[src/hdl/rlr_pkg.sv]
// region list reserve: shared constants, types and codes
// used by rlr_ctrl, rlr_dp and region_list_reserve; no dependencies
`default_nettype none

package rlr_pkg;

  localparam int MAX_REGIONS = 16;
  localparam int ADDR_BITS   = 48;

  localparam int IDX_W     = $clog2(MAX_REGIONS);
  localparam int CNT_W     = $clog2(MAX_REGIONS + 1);
  localparam int STATUS_W  = 2;
  localparam int MEM_DEPTH = 2 * MAX_REGIONS;
  localparam int MEM_AW    = IDX_W + 1;

  // stream word widths, packed from bit 0 up and filled to whole bytes
  localparam int IN_DATA_W  = ((2 * ADDR_BITS + 7) / 8) * 8;
  localparam int OUT_USED_W = 2 * ADDR_BITS + CNT_W + STATUS_W;
  localparam int OUT_DATA_W = ((OUT_USED_W + 7) / 8) * 8;
  localparam int OUT_PAD_W  = OUT_DATA_W - OUT_USED_W;

  typedef logic [ADDR_BITS-1:0] addr_t;

  typedef struct packed {
    addr_t low;
    addr_t high;
  } region_t;

  // command codes
  localparam logic CMD_INIT    = 1'b0;
  localparam logic CMD_RESERVE = 1'b1;

  // status codes
  localparam logic [STATUS_W-1:0] ST_OK        = 2'd0;
  localparam logic [STATUS_W-1:0] ST_BAD_RANGE = 2'd1;
  localparam logic [STATUS_W-1:0] ST_LIST_FULL = 2'd2;

  typedef enum logic [3:0] {
    S_IDLE,
    S_DECIDE,
    S_WALK_RD,
    S_WALK_PROC,
    S_WALK_SPLIT,
    S_COMMIT,
    S_EMIT_START,
    S_EMIT_RD,
    S_EMIT_LD,
    S_EMIT_EMPTY
  } state_t;

  // controller to datapath
  typedef struct packed {
    logic                load_in;
    logic                init_wr;
    logic                walk_clr;
    logic                proc;
    logic                split_wr;
    logic                idx_clr;
    logic                idx_inc;
    logic                commit;
    logic                set_status;
    logic [STATUS_W-1:0] status_val;
    logic                emit_ld;
    logic                emit_empty;
  } ctrl_cmd_t;

  // datapath to controller
  typedef struct packed {
    logic bad_range;
    logic is_init;
    logic count_zero;
    logic idx_last;
    logic split_hit;
    logic list_full;
    logic out_free;
  } dp_stat_t;

endpackage

`default_nettype wire

[src/hdl/rlr_ctrl.sv]
// region list reserve: sequencing state machine
// depends on rlr_pkg; drives rlr_dp through ctrl_cmd_t
`default_nettype none

module rlr_ctrl (
  input  wire                     clk,
  input  wire                     rst_n,
  input  wire                     in_tvalid,
  output logic                    in_tready,
  input  wire rlr_pkg::dp_stat_t  stat,
  output rlr_pkg::ctrl_cmd_t      cmd
);

  rlr_pkg::state_t state_r;
  rlr_pkg::state_t state_nxt;

  always_ff @(posedge clk) begin
    if (!rst_n) begin
      state_r <= rlr_pkg::S_IDLE;
    end else begin
      state_r <= state_nxt;
    end
  end

  always_comb begin
    state_nxt      = state_r;
    cmd            = '0;
    cmd.status_val = rlr_pkg::ST_OK;
    in_tready      = 1'b0;
    unique case (state_r)
      rlr_pkg::S_IDLE: begin
        in_tready = 1'b1;
        if (in_tvalid) begin
          cmd.load_in = 1'b1;
          state_nxt   = rlr_pkg::S_DECIDE;
        end
      end
      rlr_pkg::S_DECIDE: begin
        cmd.set_status = 1'b1;
        if (stat.bad_range) begin
          cmd.status_val = rlr_pkg::ST_BAD_RANGE;
          state_nxt      = rlr_pkg::S_EMIT_START;
        end else if (stat.is_init) begin
          cmd.init_wr = 1'b1;
          state_nxt   = rlr_pkg::S_EMIT_START;
        end else begin
          cmd.walk_clr = 1'b1;
          cmd.idx_clr  = 1'b1;
          state_nxt    = stat.count_zero ? rlr_pkg::S_COMMIT : rlr_pkg::S_WALK_RD;
        end
      end
      rlr_pkg::S_WALK_RD: begin
        state_nxt = rlr_pkg::S_WALK_PROC;
      end
      rlr_pkg::S_WALK_PROC: begin
        if (stat.split_hit && stat.list_full) begin
          // abandon the new copy, old bank stays live
          cmd.set_status = 1'b1;
          cmd.status_val = rlr_pkg::ST_LIST_FULL;
          state_nxt      = rlr_pkg::S_EMIT_START;
        end else if (stat.split_hit) begin
          cmd.proc  = 1'b1;
          state_nxt = rlr_pkg::S_WALK_SPLIT;
        end else if (stat.idx_last) begin
          cmd.proc  = 1'b1;
          state_nxt = rlr_pkg::S_COMMIT;
        end else begin
          cmd.proc    = 1'b1;
          cmd.idx_inc = 1'b1;
          state_nxt   = rlr_pkg::S_WALK_RD;
        end
      end
      rlr_pkg::S_WALK_SPLIT: begin
        cmd.split_wr = 1'b1;
        if (stat.idx_last) begin
          state_nxt = rlr_pkg::S_COMMIT;
        end else begin
          cmd.idx_inc = 1'b1;
          state_nxt   = rlr_pkg::S_WALK_RD;
        end
      end
      rlr_pkg::S_COMMIT: begin
        cmd.commit = 1'b1;
        state_nxt  = rlr_pkg::S_EMIT_START;
      end
      rlr_pkg::S_EMIT_START: begin
        cmd.idx_clr = 1'b1;
        state_nxt   = stat.count_zero ? rlr_pkg::S_EMIT_EMPTY : rlr_pkg::S_EMIT_RD;
      end
      rlr_pkg::S_EMIT_RD: begin
        if (stat.out_free) begin
          state_nxt = rlr_pkg::S_EMIT_LD;
        end
      end
      rlr_pkg::S_EMIT_LD: begin
        cmd.emit_ld = 1'b1;
        if (stat.idx_last) begin
          state_nxt = rlr_pkg::S_IDLE;
        end else begin
          cmd.idx_inc = 1'b1;
          state_nxt   = rlr_pkg::S_EMIT_RD;
        end
      end
      rlr_pkg::S_EMIT_EMPTY: begin
        if (stat.out_free) begin
          cmd.emit_empty = 1'b1;
          state_nxt      = rlr_pkg::S_IDLE;
        end
      end
      default: begin
        state_nxt = rlr_pkg::S_IDLE;
      end
    endcase
  end

endmodule

`default_nettype wire

[src/hdl/rlr_dp.sv]
// region list reserve: two-bank region store, walk compare logic, output register
// depends on rlr_pkg; commanded by rlr_ctrl
`default_nettype none

module rlr_dp (
  input  wire                                clk,
  input  wire                                rst_n,
  input  wire  [rlr_pkg::IN_DATA_W-1:0]      in_tdata,
  input  wire                                in_tuser,
  output logic                               out_tvalid,
  input  wire                                out_tready,
  output logic [rlr_pkg::OUT_DATA_W-1:0]     out_tdata,
  output logic                               out_tuser,
  output logic                               out_tlast,
  input  wire  rlr_pkg::ctrl_cmd_t           cmd,
  output rlr_pkg::dp_stat_t                  stat
);

  // latched command
  logic                         cmd_r;
  rlr_pkg::addr_t               lo_r;
  rlr_pkg::addr_t               hi_r;

  // list bookkeeping
  logic                         bank_r;
  logic [rlr_pkg::CNT_W-1:0]    count_r;
  logic [rlr_pkg::IDX_W-1:0]    idx_r;
  logic [rlr_pkg::CNT_W-1:0]    n_r;
  logic                         copy_r;
  logic [rlr_pkg::STATUS_W-1:0] status_r;

  // store: bank_r selects the live half, the walk writes the other half
  rlr_pkg::region_t             mem_r [rlr_pkg::MEM_DEPTH];
  rlr_pkg::region_t             rd_q_r;

  // output register
  logic                         out_tvalid_r;
  rlr_pkg::addr_t               out_low_r;
  rlr_pkg::addr_t               out_high_r;
  logic                         out_entry_valid_r;
  logic [rlr_pkg::CNT_W-1:0]    out_count_r;
  logic [rlr_pkg::STATUS_W-1:0] out_status_r;
  logic                         out_last_r;

  logic                         rl_lt_lo;
  logic                         rh_lt_lo;
  logic                         rh_lt_hi;
  logic                         rl_lt_hi;
  logic                         keep;
  rlr_pkg::region_t             piece;
  logic                         wr_en;
  logic [rlr_pkg::MEM_AW-1:0]   wr_addr;
  rlr_pkg::region_t             wr_data;
  logic [rlr_pkg::MEM_AW-1:0]   rd_addr;

  // compare the entry under the walk against the reserved range
  assign rl_lt_lo = rd_q_r.low  < lo_r;
  assign rh_lt_lo = rd_q_r.high < lo_r;
  assign rh_lt_hi = rd_q_r.high < hi_r;
  assign rl_lt_hi = rd_q_r.low  < hi_r;

  always_comb begin
    keep  = 1'b1;
    piece = rd_q_r;
    if (!copy_r) begin
      if (rl_lt_lo) begin
        // clamp at the bottom of the range, also the lower half of a split
        if (!rh_lt_lo) begin
          piece.high = lo_r;
        end
      end else if (rl_lt_hi) begin
        if (rh_lt_hi) begin
          keep = 1'b0;
        end else begin
          piece.low = hi_r;
        end
      end
    end
  end

  assign stat.split_hit  = !copy_r && rl_lt_lo && !rh_lt_lo && !rh_lt_hi;
  assign stat.bad_range  = lo_r > hi_r;
  assign stat.is_init    = cmd_r == rlr_pkg::CMD_INIT;
  assign stat.count_zero = count_r == '0;
  assign stat.idx_last   = rlr_pkg::CNT_W'(idx_r) == (count_r - rlr_pkg::CNT_W'(1));
  assign stat.list_full  = count_r == rlr_pkg::CNT_W'(rlr_pkg::MAX_REGIONS);
  assign stat.out_free   = !out_tvalid_r || out_tready;

  always_comb begin
    wr_en   = cmd.init_wr || (cmd.proc && keep) || cmd.split_wr;
    wr_addr = {~bank_r, n_r[rlr_pkg::IDX_W-1:0]};
    wr_data = piece;
    if (cmd.init_wr) begin
      wr_addr = {bank_r, {rlr_pkg::IDX_W{1'b0}}};
      wr_data = '{low: lo_r, high: hi_r};
    end else if (cmd.split_wr) begin
      wr_data = '{low: hi_r, high: rd_q_r.high};
    end
  end

  assign rd_addr = {bank_r, idx_r};

  always_ff @(posedge clk) begin
    if (wr_en) begin
      mem_r[wr_addr] <= wr_data;
    end
    rd_q_r <= mem_r[rd_addr];
  end

  // control state
  always_ff @(posedge clk) begin
    if (!rst_n) begin
      bank_r       <= 1'b0;
      count_r      <= '0;
      idx_r        <= '0;
      n_r          <= '0;
      copy_r       <= 1'b0;
      status_r     <= rlr_pkg::ST_OK;
      out_tvalid_r <= 1'b0;
    end else begin
      if (cmd.idx_clr) begin
        idx_r <= '0;
      end else if (cmd.idx_inc) begin
        idx_r <= idx_r + rlr_pkg::IDX_W'(1);
      end
      if (cmd.walk_clr) begin
        n_r    <= '0;
        copy_r <= 1'b0;
      end else begin
        if ((cmd.proc && keep) || cmd.split_wr) begin
          n_r <= n_r + rlr_pkg::CNT_W'(1);
        end
        if (cmd.proc && stat.split_hit) begin
          copy_r <= 1'b1;
        end
      end
      if (cmd.init_wr) begin
        count_r <= rlr_pkg::CNT_W'(1);
      end else if (cmd.commit) begin
        count_r <= n_r;
        bank_r  <= ~bank_r;
      end
      if (cmd.set_status) begin
        status_r <= cmd.status_val;
      end
      if (cmd.emit_ld || cmd.emit_empty) begin
        out_tvalid_r <= 1'b1;
      end else if (out_tready) begin
        out_tvalid_r <= 1'b0;
      end
    end
  end

  // payload registers
  always_ff @(posedge clk) begin
    if (cmd.load_in) begin
      cmd_r <= in_tuser;
      lo_r  <= in_tdata[rlr_pkg::ADDR_BITS-1:0];
      hi_r  <= in_tdata[2*rlr_pkg::ADDR_BITS-1:rlr_pkg::ADDR_BITS];
    end
    if (cmd.emit_ld) begin
      out_low_r         <= rd_q_r.low;
      out_high_r        <= rd_q_r.high;
      out_entry_valid_r <= 1'b1;
      out_count_r       <= count_r;
      out_status_r      <= status_r;
      out_last_r        <= stat.idx_last;
    end else if (cmd.emit_empty) begin
      out_low_r         <= '0;
      out_high_r        <= '0;
      out_entry_valid_r <= 1'b0;
      out_count_r       <= '0;
      out_status_r      <= status_r;
      out_last_r        <= 1'b1;
    end
  end

  assign out_tvalid = out_tvalid_r;
  assign out_tdata  = {{rlr_pkg::OUT_PAD_W{1'b0}}, out_status_r, out_count_r,
                       out_high_r, out_low_r};
  assign out_tuser  = out_entry_valid_r;
  assign out_tlast  = out_last_r;

endmodule

`default_nettype wire

[src/hdl/region_list_reserve.sv]
// region list reserve: top level, free-region list with init and reserve commands
// depends on rlr_pkg, rlr_ctrl and rlr_dp
`default_nettype none

// channel  | ports          | word
// ---------+----------------+------------------------------------------------
// input    | in_t*          | one command: init list or reserve a range
// result   | out_t*         | one region (or an empty marker), run ends with tlast
//
// a reserve walks each entry of the live bank of the store through its single
// registered read port, writes the kept pieces and one extra piece per split
// into the scratch bank, then emits one word per listed region.
// reset clears the region count, bank select, walk state, status and output
// valid; store entries are written before read.
// the next command is taken once the last word of a run sits in the output
// register; a stalled sink holds the emit walk before each read.

module region_list_reserve (
  input  wire                               clk,
  input  wire                               rst_n,
  // command stream
  input  wire                               in_tvalid,
  output logic                              in_tready,
  // range_low [47:0], range_high [95:48]
  input  wire  [rlr_pkg::IN_DATA_W-1:0]     in_tdata,
  // command [0]
  input  wire                               in_tuser,
  // region stream
  output logic                              out_tvalid,
  input  wire                               out_tready,
  // entry_low [47:0], entry_high [95:48], entry_count [100:96], status [102:101]
  output logic [rlr_pkg::OUT_DATA_W-1:0]    out_tdata,
  // entry_valid [0]
  output logic                              out_tuser,
  // last
  output logic                              out_tlast
);

  rlr_pkg::ctrl_cmd_t cmd;
  rlr_pkg::dp_stat_t  stat;

  // sequencer: walk, split, commit and emit steps
  rlr_ctrl u_ctrl (
    .clk       (clk),
    .rst_n     (rst_n),
    .in_tvalid (in_tvalid),
    .in_tready (in_tready),
    .stat      (stat),
    .cmd       (cmd)
  );

  // store with a live bank and a scratch bank; a reserve builds the new list
  // in the scratch bank and swaps banks only when it finishes without overflow
  rlr_dp u_dp (
    .clk        (clk),
    .rst_n      (rst_n),
    .in_tdata   (in_tdata),
    .in_tuser   (in_tuser),
    .out_tvalid (out_tvalid),
    .out_tready (out_tready),
    .out_tdata  (out_tdata),
    .out_tuser  (out_tuser),
    .out_tlast  (out_tlast),
    .cmd        (cmd),
    .stat       (stat)
  );

endmodule

`default_nettype wire
[config.mk]
export PLATFORM = sky130hd
export DESIGN_NAME = region_list_reserve
export DESIGN_NICKNAME = d
export VERILOG_FILES = /design/src/hdl/rlr_pkg.sv /design/src/hdl/rlr_ctrl.sv /design/src/hdl/rlr_dp.sv /design/src/hdl/region_list_reserve.sv
export SDC_FILE = /design/constraint.sdc
export NUM_CORES = 2
export LEC_CHECK = 0
export BUFFER_PORTS_ARGS = -buffer_cell sky130_fd_sc_hd__buf_2
export CAP_MARGIN = 5
export CORE_MARGIN = 4
export CORE_UTILIZATION = 55
export DETAILED_ROUTE_END_ITERATION = 6
export PLACE_DENSITY = 0.69
export SYNTH_ARGS = -nofsm -noshare
export SYNTH_HDL_FRONTEND = slang
export SYNTH_SLANG_ARGS = --single-unit
export TNS_END_PERCENT = 5
[constraint.sdc]
create_clock -name clk -period 15.5 [get_ports clk]
set_input_delay 3.1 -clock clk [delete_from_list [all_inputs] [get_ports clk]]
set_output_delay 3.1 -clock clk [all_outputs]
set_load 0.05 [all_outputs]
# Word level (Yosys, flattened, before mapping)
# Memories as Yosys holds them, arrays and structs flattened. A register that Yosys moved wholly into a read port is not among the register bits.
# Cells that the tools add are included.
dict set report totals {
  register_bits 225
  mem_bits_rw 3072
  inputBits 101
  output_inout_bits 108
  wordCells 133
  n_memories 1
}
# name depth word_bits rd rd_ports_with_merged_regs wr line
set memory_table {}
lappend memory_table {u_dp.mem_r 32 96 1 1 1 rlr_dp.sv:33} ;# rlr_pkg::region_t mem_r [rlr_pkg::MEM_DEPTH];
dict set report op_classes {
  addsub 3
  order_cmp 5
  eq_ne 14
  mux 63
  bitwise 3
  n_reduce_logical 26
}
# op n
set ops {}
lappend ops {{$mux 48} 8}
lappend ops {{$mux 96} 3}
lappend ops {{$lt 48x48->1} 4}
lappend ops {{$gt 48x48->1} 1}
lappend ops {{$pmux 4 s10} 1}
lappend ops {{$mux 4} 8}
lappend ops {{$mux 1} 29}
lappend ops {{$eq 4x3->1 const B} 4}
lappend ops {{$mux 5} 3}
lappend ops {{$mux 3} 4}
lappend ops {{$eq 4x2->1 const B} 2}
lappend ops {{$eq 4x4->1 const B} 2}
lappend ops {{$mux 2} 4}
lappend ops {{$reduce_or 2->1} 4}
lappend ops {{$logic_and 1x1->1} 6}
lappend ops {{$ne 2x2->1 const B} 3}
lappend ops {{$pmux 3 s2} 1}
lappend ops {{$reduce_bool 2->1} 3}
lappend ops {{$add 5x1->5 const B} 1}
lappend ops {{$eq 4x5->1} 1}
lappend ops {{$eq 5x5->1 const B} 1}
lappend ops {{$logic_not 5->1} 1}
lappend ops {{$logic_or 1x1->1} 5}
lappend ops {{$sub 5x1->5 const B} 1}
lappend ops {{other kinds (8)} 14}

# Depth between registers and ports, before layout
dict set report depth {
  depth_word 12
  mapped_depth 14
  depth_no_buf 11
}

# Hierarchy
# Synthesis repeated with hierarchy kept, for this count alone.
dict set report hier_totals {
  hier_cells 6080
  hier_area_um2 134433.9
}
# mod instances cells_per_inst area_per_inst_um2 seq_area_each_um2
set modules_own_cells {}
lappend modules_own_cells {rlr_dp 1 6007 133929.7 100606.5}
lappend modules_own_cells {rlr_ctrl 1 73 504.2 80.1}

# Worst setup path before layout
# No wires, ideal clock.
dict set report synth_path {
  path_kind {register -> register}
  from {reg u_dp.lo_r[10]}
  to {mem u_dp.mem_r[17][0] (netlist name) (enable)}
  setup_ns 0.786
  arrival_ns 11.626
  t_required_ns 14.714
  slack_ns 3.088
  stages_incl_launch_ff 13
  path_buffers 1
  period_less_slack_ns 12.412
  cell_sequence {edfxtp_1 inv_1 ha_1 a21o_1 a221o_1 a221o_1 a41oi_1 o22ai_1 o211ai_2 o31a_1 buf_6 nand3_2 nor4_1}
}
dict set report synth_via {
  elab_chain_cells 12
  elab_cells_between_ends 20
  classes_between {order compare: 3; mux: 9; reduce/logical: 8}
}
# element line
set synth_rtl {}
lappend synth_rtl {{start: declaration} rlr_dp.sv:21} ;# rlr_pkg::addr_t lo_r;
lappend synth_rtl {{start signal: assignment} rlr_dp.sv:158} ;# lo_r <= in_tdata[rlr_pkg::ADDR_BITS-1:0];
lappend synth_rtl {{$lt 48x48->1, on equally long branches} {rlr_dp.sv:57, rlr_dp.sv:58}}
lappend synth_rtl {{$logic_and 1x1->1 or $logic_not 1->1 (tied branches)} -}
lappend synth_rtl {{$logic_and 1x1->1 (2 in a row)} rlr_dp.sv:81} ;# assign stat.split_hit = !copy_r && rl_lt_lo && !rh_lt_lo && !rh_lt_hi;
lappend synth_rtl {{$logic_and 1x1->1} rlr_ctrl.sv:56} ;# if (stat.split_hit && stat.list_full) begin
lappend synth_rtl {{$mux 1} rlr_ctrl.sv:56}
lappend synth_rtl {{$mux 1} rlr_ctrl.sv:30} ;# unique case (state_r)
lappend synth_rtl {{$logic_and 1x1->1} rlr_dp.sv:90} ;# wr_en = cmd.init_wr || (cmd.proc && keep) || cmd.split_wr;
lappend synth_rtl {{$logic_or 1x1->1 (2 in a row)} rlr_dp.sv:90}
lappend synth_rtl {{$mux 1} rlr_dp.sv:104} ;# if (wr_en) begin
lappend synth_rtl {{$mux 1 (implied by the code)} rlr_dp.sv:105} ;# mem_r[wr_addr] <= wr_data;
lappend synth_rtl {{end: declaration} rlr_dp.sv:33}
# Parallel ways exist; a longest one is shown, timed or not.

# Worst setup path after layout
dict set report layout_path {
  from {reg u_dp.hi_r[26]}
  to {mem u_dp.mem_r[5][66] (netlist name) (enable)}
}
dict set report layout_via {
  elab_chain_cells 11
  elab_cells_between_ends 20
  classes_between {order compare: 3; mux: 11; reduce/logical: 6}
}
# element line
set layout_rtl {}
lappend layout_rtl {{start: declaration} rlr_dp.sv:22} ;# rlr_pkg::addr_t hi_r;
lappend layout_rtl {{start signal: assignment} rlr_dp.sv:159} ;# hi_r <= in_tdata[2*rlr_pkg::ADDR_BITS-1:rlr_pkg::ADDR_BITS];
lappend layout_rtl {{$lt 48x48->1} rlr_dp.sv:59} ;# assign rh_lt_hi = rd_q_r.high < hi_r;
lappend layout_rtl {{$logic_not 1->1} rlr_dp.sv:81}
lappend layout_rtl {{$logic_and 1x1->1} rlr_dp.sv:81}
lappend layout_rtl {{$logic_and 1x1->1} rlr_ctrl.sv:56}
lappend layout_rtl {{$mux 1} rlr_ctrl.sv:56}
lappend layout_rtl {{$mux 1} rlr_ctrl.sv:30}
lappend layout_rtl {{$logic_and 1x1->1} rlr_dp.sv:90}
lappend layout_rtl {{$logic_or 1x1->1 (2 in a row)} rlr_dp.sv:90}
lappend layout_rtl {{$mux 1} rlr_dp.sv:104}
lappend layout_rtl {{$mux 1 (implied by the code)} rlr_dp.sv:105}
# Parallel ways exist; a longest one is shown, timed or not.

==> out/qor.csv <==
stage,metric,value,unit
floorplanning,total core area,0.241,mm^2
clock_tree,setup bufs post-CTS,0,
power,Pwr Total,29400,uW
flow_run,max cap viols,0,
global_routing,antenna violations before repair,45,
critical_path,crit end category,register,
placement,Port-buffer cells,207,
floorplanning,die height,501,um
logic_synthesis,Cell variety after synth,75,
sta,min Tclk post-route,6800,ps
sta,setup TNS,0,ps
clock_tree,cts-stage hold buffer count,0,
power,largest vdd supply drop,143,uV
route,routed wire length,367000,um
sta,Relative slew margins,8.17,%
min_path,Hold WC Path Type,register to register,
sta,Final setup viols,0,
logic_synthesis,Synth Register Bits,3393,
global_routing,GRT Total Usage,29.4,%
critical_path,Worst R2R Path Depth,13,
final_layout,Area Overhead vs Synth,13.1,%
sta,final hold viol count,0,
global_routing,largest net degree at the start of global routing,153,
sta,crit share post-route,43.9,%
clock_tree,Max Root-Sink Buffers,4,
critical_path,crit path DAT,7340,ps
final_layout,final non-filler cell total,10300,
floorplanning,area of the die,0.251,mm^2
placement,hpwl dp,214000,um
logic_synthesis,sequential share of the synthesized area,75.3,%
logic_synthesis,mapped cell area,0.134,mm^2
clock_tree,clk slew on worst S/H paths,60,ps
route,Pre-antenna DRT Iters,6,
global_routing,wire length of the first global-routing pass,516000,um
power,Pwr Density,195,mW/mm^2
route,Avg WL per Cell,35.7,um
clock_tree,clock sink count,3393,
clock_tree,post-CTS sizing,0,
route,via-per-instance ratio,6.57,
critical_path,required time of the critical path,16040,ps
sta,maximum clock rate,0.147,GHz
critical_path,launching point of the worst reg2reg path,u_dp.hi_r[26],
sta,RSZ-0062 raised after global routing,no,
route,DRC viols,0,
critical_path,CP Max Fanout,45,
final_layout,Fillers,16200,
min_path,hold endpoint,u_dp.count_r[4],
sta,slew at the pin closest to its max-slew limit,1380,ps
final_layout,share of cells above drive strength 1,28.7,%
sta,Final Skew,67.9,ps
logic_synthesis,Syn Nets,6608,
placement,GP Congestion,0.929,
clock_tree,worst skew pair latency,980,ps
critical_path,FF-to-FF setup slack,8700,ps
floorplanning,Cell Rows,180,
sta,Max Slew Vio Count,0,
route,routed vias,67500,
placement,placed instance count,9576,
logic_synthesis,"EDFF count, synth",3273,
status,status,"complete, no violations",
min_path,min-delay src,u_dp.n_r[4],
power,Static Leak,0.0482,uW
clock_tree,H-tree depth,5,
clock_tree,number of CTS-inserted buffers,348,
logic_synthesis,Synth Flop Type,edfxtp_1,
logic_synthesis,Avg Inst Size Synth,21.3,um^2
clock_tree,clk root buf,clkbuf_16,
route,"antenna viol nets, final",0,
floorplanning,I/O pin cnt,209,
critical_path,Worst Setup Path Type,register to register,
global_routing,grt total ovfl,0,
global_routing,vias in the first global route,66900,
logic_synthesis,Mapped Cells,6267,
route,initial drt markers,9273,
min_path,hold path cells,2,
logic_synthesis,Synth Warn #,0,
floorplanning,die width,501,um
critical_path,CP Launch Type,register,
logic_synthesis,async set-or-reset flop fraction in the synthesized netlist,0,%
final_layout,Nets,7094,
clock_tree,CTS tree,yes,
critical_path,FF-to-FF End,u_dp.mem_r[5][66],
floorplanning,initial core utilization,55.4,%
## flip-flops by register name (all words and copies together) (netlist names), 5 cells and up
name and count:
u_dp.mem_r 3072, u_dp.rd_q_r 96, u_dp.hi_r 48, u_dp.lo_r 48
u_dp.out_high_r 48, u_dp.out_low_r 48, u_dp.count_r 5, u_dp.n_r 5
u_dp.out_count_r 5
## metal layers
layer  part of all wire (%)  up-vias  track usage [%]
li1                       -    27100                -
met1                     38    36000             41.8
met2                     48     3835             45.0
met3                    8.9      622             5.11
met4                    5.2        6             14.4
met5                  0.011        -                0
## report_power, final
part           internal (uW)  total, uW  switching, uW
Sequential             13300      13700            350
Clock                   4700       8100           3390
Combinational           2520       7650           5120
Total                  20600      29400           8870
## cell type report
class	count	area, um^2	share of cell area [%]
sequential	3393	101000	66.7
inverter	109	417	0.276
multi-input combinational	2468	31900	21.1
clock inverter	172	1580	1.05
timing repair buffer	433	2940	1.95
clock buffer	438	9340	6.18
antenna	72	180	0.119
tap	3185	3990	2.64
## cells in the mapped netlist (8+ instances only)
library cell	instances	area share (%)
nor2b_1	9	0.042
a21oi_1	229	0.86
o21ai_0	31	0.12
nor3_1	32	0.12
mux4_2	960	16
inv_1	109	0.31
nor3_2	8	0.060
nor4_1	10	0.047
a31oi_1	9	0.042
and2_1	103	0.48
clkbuf_1	215	0.60
nand4_1	32	0.15
mux2i_1	55	0.41
nand2_1	351	0.99
buf_2	23	0.086
ha_1	240	2.2
nor2_1	192	0.54
dfxtp_1	120	1.8
buf_1	52	0.15
nand3_1	39	0.15
o21a_1	11	0.062
edfxtp_1	3273	74
a21o_1	35	0.20
## per-stage QoR
step	hold slack (ps)	instance area, um^2	setup WS [ps]	util, %
6_report	505	151000	8700	62.6
4_1_cts	501	151000	8760	62.5
2_1_floorplan	408	134000	3090	-
3_5_place_dp	526	140000	8790	57.9
3_3_place_gp	491	140000	8400	57.9
5_1_grt	533	151000	8500	62.6
## critical path: stages, from the launching register on
cell       delay, ps
edfxtp_1         380
inv_1            100
ha_1             340
nand4_1          200
nor4_1           760
o2111ai_1        380
a31oi_1          500
or4_4            260
o41a_1           160
o31a_1           440
nand3_2          400
nor2_4           630
buf_4            810
buf_4            940
## layout by cell type (no fill, tap or decap), types with 55 or more instances in the layout
cell type,instances
edfxtp_1,3273
mux4_2,960
clkbuf_16,355
nand2_1,351
ha_1,240
buf_2,207
buf_4,204
nor2_1,186
a21oi_1,160
dfxtp_1,115
inv_1,108
and2_1,102
diode_2,72
clkbuf_1,69
clkinv_2,62
a21oi_2,57
clkinv_1,56
mux2i_1,55
## worst max-delay path by stage
| stage | startpoint | endpoint | slack (ps) | cells after the start |
|---|---|---|---|---|
| 4_1_cts | u_dp.hi_r[26] | u_dp.mem_r[5][61] | 8760 | 13 |
| 3_5_place_dp | u_dp.hi_r[26] | u_dp.mem_r[5][22] | 8790 | 13 |
| 6_report | u_dp.hi_r[26] | u_dp.mem_r[5][66] | 8700 | 13 |
| 2_1_floorplan | u_dp.lo_r[10] | u_dp.mem_r[17][0] | 3090 | 12 |
| 3_3_place_gp | u_dp.lo_r[27] | u_dp.mem_r[5][56] | 8400 | 13 |
| 5_1_grt | u_dp.hi_r[30] | u_dp.mem_r[5][63] | 8500 | 13 |
## logic make-up (layout without fill, tap and decap cells)
logic type	after synthesis	count (layout)	share of synthesized area [%]
AO/OA/AOI/OAI	388	388	1.77
XOR/XNOR	7	7	0.0459
adder cells (fa/ha/maj)	240	240	2.25
buffers and inverters	406	1152	1.20
flip-flops	3393	3393	75.3
multiplexers	1015	1015	16.6
other	1	73	0.00281
AND/OR/NAND/NOR	817	817	2.81
(Power assumes the default switching activity.)
